**src/sv/tlpt_pkg.sv**
```systemverilog
// shared types, constants and helpers of the page table manager
package tlpt_pkg;

   localparam int NUM_FRAMES   = 16;
   localparam int FRAME_BITS   = $clog2(NUM_FRAMES);
   localparam int NF_BITS      = $clog2(NUM_FRAMES + 1);
   localparam int INDEX_BITS   = 10;
   localparam int PAGE_BITS    = 20;
   localparam int ENTRY_BITS   = PAGE_BITS + 1;
   localparam int NEW_BITS     = 4;
   localparam int ADDR_BITS    = FRAME_BITS + INDEX_BITS;
   localparam int STORE_DEPTH  = NUM_FRAMES * (1 << INDEX_BITS);
   localparam int CSR_ADDR_BITS = 3;
   localparam int CSR_DATA_BITS = 32;

   // reciprocal for the frame modulo of a 20-bit page field
   localparam logic [PAGE_BITS-1:0] MOD_RECIP = PAGE_BITS'((1 << PAGE_BITS) / NUM_FRAMES);
   localparam int SMALL_BITS = (NF_BITS > NEW_BITS) ? NF_BITS : NEW_BITS;
   localparam int MOD_STEPS  = (1 << NEW_BITS) / NUM_FRAMES;

   localparam logic CSR_ROOT_FRAME = 1'b0;

   localparam logic OP_QUERY  = 1'b0;
   localparam logic OP_UPDATE = 1'b1;

   typedef enum logic [3:0] {
      ST_CLEAR,
      ST_IDLE,
      ST_ROOT_RD,
      ST_ROOT_WAIT,
      ST_ROOT_MOD,
      ST_ROOT_WR,
      ST_LEAF_WR,
      ST_LEAF_RD,
      ST_LEAF_WAIT,
      ST_LEAF_CLR,
      ST_SCAN,
      ST_SCAN_END,
      ST_ROOT_FREE,
      ST_RESP
   } state_type;

   typedef enum logic [1:0] {
      ADDR_CLEAR,
      ADDR_ROOT,
      ADDR_LEAF,
      ADDR_SCAN
   } addr_sel_type;

   typedef enum logic [1:0] {
      WD_ZERO,
      WD_NEW_FRAME,
      WD_PAGE
   } wdata_sel_type;

   typedef struct packed {
      logic          accept;
      logic          mem_rd;
      logic          mem_we;
      addr_sel_type  addr_sel;
      wdata_sel_type wdata_sel;
      logic          root_latch;
      logic          sub_from_root;
      logic          sub_from_new;
      logic          leaf_latch;
      logic          clr_inc;
      logic          scan_start;
      logic          scan_inc;
      logic          set_consumed;
      logic          set_freed;
      logic          rsp_load;
   } cmd_type;

   typedef struct packed {
      logic op;
      logic unmap;
      logic root_valid;
      logic clr_last;
      logic scan_last;
      logic scan_hit;
      logic rsp_free;
   } status_type;

   // frame number of a 4-bit field, reduced modulo the frame count
   function automatic logic [FRAME_BITS-1:0] frame_mod_small(input logic [NEW_BITS-1:0] x);
      logic [SMALL_BITS-1:0] v;
      v = SMALL_BITS'(x);
      for (int i = 0; i < MOD_STEPS; i++) begin
         if (v >= SMALL_BITS'(NUM_FRAMES)) begin
            v = v - SMALL_BITS'(NUM_FRAMES);
         end
      end
      return v[FRAME_BITS-1:0];
   endfunction

endpackage

```
**src/sv/tlpt_ctrl.sv**
```systemverilog
// sequencer of the table walk, update, unmap scan and reset clear
module tlpt_ctrl (
   input  logic                 clock,
   input  logic                 reset,
   input  logic                 req_valid,
   input  tlpt_pkg::status_type status,
   output tlpt_pkg::cmd_type    cmd,
   output logic                 req_ready
);

   tlpt_pkg::state_type state_ff, state_in;

   always_ff @(posedge clock) begin
      if (reset) begin
         state_ff <= tlpt_pkg::ST_CLEAR;
      end else begin
         state_ff <= state_in;
      end
   end

   always_comb begin
      state_in  = state_ff;
      cmd       = '0;
      req_ready = 1'b0;
      unique case (state_ff)
         tlpt_pkg::ST_CLEAR: begin
            cmd.mem_we    = 1'b1;
            cmd.addr_sel  = tlpt_pkg::ADDR_CLEAR;
            cmd.wdata_sel = tlpt_pkg::WD_ZERO;
            cmd.clr_inc   = 1'b1;
            if (status.clr_last) begin
               state_in = tlpt_pkg::ST_IDLE;
            end
         end
         tlpt_pkg::ST_IDLE: begin
            req_ready = 1'b1;
            if (req_valid) begin
               cmd.accept = 1'b1;
               state_in   = tlpt_pkg::ST_ROOT_RD;
            end
         end
         tlpt_pkg::ST_ROOT_RD: begin
            cmd.mem_rd   = 1'b1;
            cmd.addr_sel = tlpt_pkg::ADDR_ROOT;
            state_in     = tlpt_pkg::ST_ROOT_WAIT;
         end
         tlpt_pkg::ST_ROOT_WAIT: begin
            cmd.root_latch = 1'b1;
            state_in       = tlpt_pkg::ST_ROOT_MOD;
         end
         tlpt_pkg::ST_ROOT_MOD: begin
            cmd.sub_from_root = 1'b1;
            if (status.op == tlpt_pkg::OP_QUERY) begin
               state_in = status.root_valid ? tlpt_pkg::ST_LEAF_RD : tlpt_pkg::ST_RESP;
            end else if (status.unmap) begin
               state_in = status.root_valid ? tlpt_pkg::ST_LEAF_CLR : tlpt_pkg::ST_RESP;
            end else begin
               state_in = status.root_valid ? tlpt_pkg::ST_LEAF_WR : tlpt_pkg::ST_ROOT_WR;
            end
         end
         tlpt_pkg::ST_ROOT_WR: begin
            // install the fresh frame as subtable
            cmd.mem_we       = 1'b1;
            cmd.addr_sel     = tlpt_pkg::ADDR_ROOT;
            cmd.wdata_sel    = tlpt_pkg::WD_NEW_FRAME;
            cmd.sub_from_new = 1'b1;
            cmd.set_consumed = 1'b1;
            state_in         = tlpt_pkg::ST_LEAF_WR;
         end
         tlpt_pkg::ST_LEAF_WR: begin
            cmd.mem_we    = 1'b1;
            cmd.addr_sel  = tlpt_pkg::ADDR_LEAF;
            cmd.wdata_sel = tlpt_pkg::WD_PAGE;
            state_in      = tlpt_pkg::ST_RESP;
         end
         tlpt_pkg::ST_LEAF_RD: begin
            cmd.mem_rd   = 1'b1;
            cmd.addr_sel = tlpt_pkg::ADDR_LEAF;
            state_in     = tlpt_pkg::ST_LEAF_WAIT;
         end
         tlpt_pkg::ST_LEAF_WAIT: begin
            cmd.leaf_latch = 1'b1;
            state_in       = tlpt_pkg::ST_RESP;
         end
         tlpt_pkg::ST_LEAF_CLR: begin
            cmd.mem_we     = 1'b1;
            cmd.addr_sel   = tlpt_pkg::ADDR_LEAF;
            cmd.wdata_sel  = tlpt_pkg::WD_ZERO;
            cmd.scan_start = 1'b1;
            state_in       = tlpt_pkg::ST_SCAN;
         end
         tlpt_pkg::ST_SCAN: begin
            // read one entry a cycle, check the one read in the cycle before
            cmd.mem_rd   = 1'b1;
            cmd.addr_sel = tlpt_pkg::ADDR_SCAN;
            cmd.scan_inc = 1'b1;
            if (status.scan_hit) begin
               state_in = tlpt_pkg::ST_RESP;
            end else if (status.scan_last) begin
               state_in = tlpt_pkg::ST_SCAN_END;
            end
         end
         tlpt_pkg::ST_SCAN_END: begin
            state_in = status.scan_hit ? tlpt_pkg::ST_RESP : tlpt_pkg::ST_ROOT_FREE;
         end
         tlpt_pkg::ST_ROOT_FREE: begin
            cmd.mem_we    = 1'b1;
            cmd.addr_sel  = tlpt_pkg::ADDR_ROOT;
            cmd.wdata_sel = tlpt_pkg::WD_ZERO;
            cmd.set_freed = 1'b1;
            state_in      = tlpt_pkg::ST_RESP;
         end
         tlpt_pkg::ST_RESP: begin
            if (status.rsp_free) begin
               cmd.rsp_load = 1'b1;
               state_in     = tlpt_pkg::ST_IDLE;
            end
         end
         default: begin
            state_in = tlpt_pkg::ST_CLEAR;
         end
      endcase
   end

endmodule

```
**config.mk**
```make
export PLATFORM = sky130hd
export DESIGN_NAME = tlpt_ctrl
export DESIGN_NICKNAME = d
export VERILOG_FILES = /design/src/sv/tlpt_pkg.sv /design/src/sv/tlpt_ctrl.sv
export SDC_FILE = /design/constraint.sdc
export NUM_CORES = 1
export LEC_CHECK = 0
export BUFFER_PORTS_ARGS = -buffer_cell sky130_fd_sc_hd__buf_2
export CAP_MARGIN = 40
export CORE_UTILIZATION = 29
export CTS_CLUSTER_DIAMETER = 80
export CTS_CLUSTER_SIZE = 28
export DETAILED_ROUTE_END_ITERATION = 8
export GPL_TIMING_DRIVEN = 0
export SETUP_SLACK_MARGIN = 0.02
export SKIP_CTS_REPAIR_TIMING = 1
export SYNTH_ARGS = -nofsm -noshare
export SYNTH_HDL_FRONTEND = slang
export SYNTH_SLANG_ARGS = --single-unit
```
**constraint.sdc**
```tcl
create_clock -name clock -period 2.19 [get_ports clock]
set_input_delay 0.3285 -clock clock [delete_from_list [all_inputs] [get_ports clock]]
set_output_delay 0.3285 -clock clock [all_outputs]
set_load 0.02 [all_outputs]
```
==> reports/metrics.json <==
{
  "ys.flop_type": "sky130_fd_sc_hd__dfxtp_1",
  "cts.reportedPaths.clkPinSlew_ps": 40,
  "detail-route-antenna-nets": 0,
  "clock_tree_from_tritoncts": "yes",
  "placeableCoreArea_sq_um": 1800,
  "globalRoute.totalOverflow": 0,
  "worstRegToRegCells": 5,
  "crit_end": "cmd[12]",
  "via_count_of_the_first_global_routing_pass": 579,
  "drt_pre_antenna_iters": 4,
  "power.total_w": 0.00103,
  "clk-insertion-delay-late_ps": 230,
  "drt_iter0_drc": 17,
  "cts_buffers": 3,
  "critical_path_class": "register to output port",
  "syn-instance-count": 86,
  "post_drt_via_cell_ratio": 5.02,
  "start_util_pct": 32.2,
  "detail_route.drc_violations": 0,
  "core.rowCount": 15,
  "avgSynthCellArea_sq_um": 6.74,
  "share_of_final_layout_standard_cells_stronger_than_drive_strength_1_pct": 37.1,
  "period_share_pct": 92.5,
  "synthesized_net_count": 96,
  "yosysWarningCount": 0,
  "relative_slew_slack_pct": 74.3,
  "final-hold-violation-count": 0,
  "reg_top3": "state_ff (4)",
  "floorplan.die.width_um": 46.7,
  "ys_top_cells_by_area": "sky130_fd_sc_hd__dfxtp_1 (14%), sky130_fd_sc_hd__nor2_1 (10%), sky130_fd_sc_hd__a21oi_1 (7.8%)",
  "rr_endpoint": "state_ff[1]",
  "finish.net_count": 128,
  "grt_pass1_wl_mm": 2.52,
  "critical_path.max_stage_delay_ps": 420,
  "fillCellCount": 209,
  "critical_path_arrival_ps": 1700,
  "via_count": 708,
  "ir_worst_vdd_v": 0.000615,
  "antenna-diode-count": 0,
  "synth_seq_area_share_pct": 13.8,
  "clockBufferDepth": 2,
  "fin_worst_skew_ps": 4.00,
  "pin_count_of_the_biggest_net_entering_global_routing": 11,
  "overall_die_height_um": 46.7,
  "setup_tns_ps": 0,
  "postRouteWirelength_mm": 1.59,
  "synth.top_cell.area_share_pct": 13.8,
  "antenna_found_initial": 0,
  "synth_edf_count": 0,
  "buffer_ports.inserted": 27,
  "r2r-start": "state_ff[2]",
  "cts-htree-levels": 1,
  "power_per_cell_area_nw_per_um2": 1330,
  "die_area_sq_um": 2180,
  "cp_cell_sequence": "clkbuf_4 > nand2b_1 > and2_1 > o31ai_1 > buf_2",
  "cp.required_ps": 1860,
  "ff2ff_setup_slack_ps": 690,
  "boundaryPins": 28,
  "timing.critical_path.from": "state_ff[0]",
  "maxSlewViolCount": 0,
  "timing.hold.worst.class": "primary input to register",
  "final-setup-viol-count": 0,
  "shortest_period_the_worst_path_allows_ps": 2030,
  "multiInputGateArea_sq_um": 423,
  "synth_area_leader_cell": "sky130_fd_sc_hd__dfxtp_1",
  "crit_path_start_kind": "register",
  "clock-sinks": 4,
  "post_synth_num_cell_types": 35,
  "routedWlPerCell_um": 11.3,
  "clock.fmax_ghz": 0.494,
  "area_growth_syn_to_layout_pct": 33.0,
  "layout.area.seq_sq_um": 80.1,
  "hold_depth": 2,
  "setup_repair_after_global_routing_missed_its_margin": "no",
  "post-dp-hpwl_mm": 1.23,
  "crit_path_end_kind": "output port",
  "grtUsageTotal_pct": 15.8,
  "final_core_util_pct": 42.8,
  "synth_cell_area_sq_um": 579,
  "synth.ff_latch_count": 4,
  "timing.critical_path.fanout_max": 10,
  "power.static_leakage_nw": 0.356,
  "synth_async_sr_flop_share_pct": 0,
  "worst_path_max_delay_cell": "sky130_fd_sc_hd__dfxtp_1",
  "clock_tree_root": "sky130_fd_sc_hd__clkbuf_4",
  "placer_s_final_routability_congestion_estimate": 0.812,
  "status": "completed",
  "timing.max_cap.violations": 0,
  "tightest_slew_ps": 386,
  "largest_register_ff_count": 4,
  "largest_register": "state_ff"
}
## worst max-delay path, delay by kind of cell (launching register included)
family	cells	cell delay [ps]
AO/OA/AOI/OAI	1	210
flip-flops	1	420
buffers and inverters	2	460
AND/OR/NAND/NOR	2	370
## where the power goes
| part | internal [W] | switching [W] |
|---|---|---|
| sequential | 0.000100 | 0.0000300 |
| clock | 0.0000612 | 0.0000286 |
| combinational | 0.000319 | 0.000490 |
## synthesized netlist by cell type, types with 2 or more instances
cell type                  count
sky130_fd_sc_hd__dfxtp_1       4
sky130_fd_sc_hd__o31ai_1       2
sky130_fd_sc_hd__nor2_1       16
sky130_fd_sc_hd__o21ai_0       5
sky130_fd_sc_hd__o21bai_1      2
sky130_fd_sc_hd__nand2_1       8
sky130_fd_sc_hd__nand2b_1      3
sky130_fd_sc_hd__a21oi_1       9
sky130_fd_sc_hd__buf_4         3
sky130_fd_sc_hd__a211oi_1      3
sky130_fd_sc_hd__inv_1         4
sky130_fd_sc_hd__nand3_1       3
sky130_fd_sc_hd__nor3_1        2
## worst min-delay path by stage
stage,from,endpoint,slack [ps]
after global placement,reset,state_ff[2],540
after detailed placement,reset,state_ff[2],550
after global routing,reset,state_ff[2],310
after CTS,reset,state_ff[2],290
final,reset,state_ff[2],300
after floorplan,reset,state_ff[0],400
## metal layers
metal | wire, um | up-vias | GRT usage [%]
met4 | 0 | 0 | 0
met3 | 94 | 0 | 3.53
met1 | 752 | 318 | 22.2
li1 | - | 365 | -
met5 | 0 | - | 0
met2 | 747 | 25 | 26.1
## cell usage in the layout (no fill, tap or decap), drive strengths merged, types with 4 or more instances in the layout
cell type / instances
a21oi: 9
clkbuf: 7
buf: 31
dfxtp: 4
nor2: 16
nand2: 8
inv: 4
o21ai: 5
## area by class of cell
type / count / area share, %
clock buffers: 3 / 2.92
repair buffers: 27 / 17.5
plain buffers: 8 / 8.28
flip-flops and latches: 4 / 10.4
well taps: 25 / 4.06
inverters: 4 / 1.95
multi-input cells: 70 / 54.9
## cell families after synthesis
kind of cell	synth area share (%)
xor gates and xnor gates	1.51
AOI/OAI and AO/OA	34.8
DFF	13.8
and+or+nand+nor	36.7
buffers and inverters	13.2
## per-stage QoR
stage                     worst slack (ps)  area [sq um]  hold slack [ps]  instances
after floorplan                        285           579              398         86
after global placement                 393           746              545        138
after detailed placement               398           746              545        138
after CTS                              137           768              295        141
after global routing                  46.9           771              307        141
final                                  164           771              299        141
Note: power is estimated with default switching activity, not from simulation.
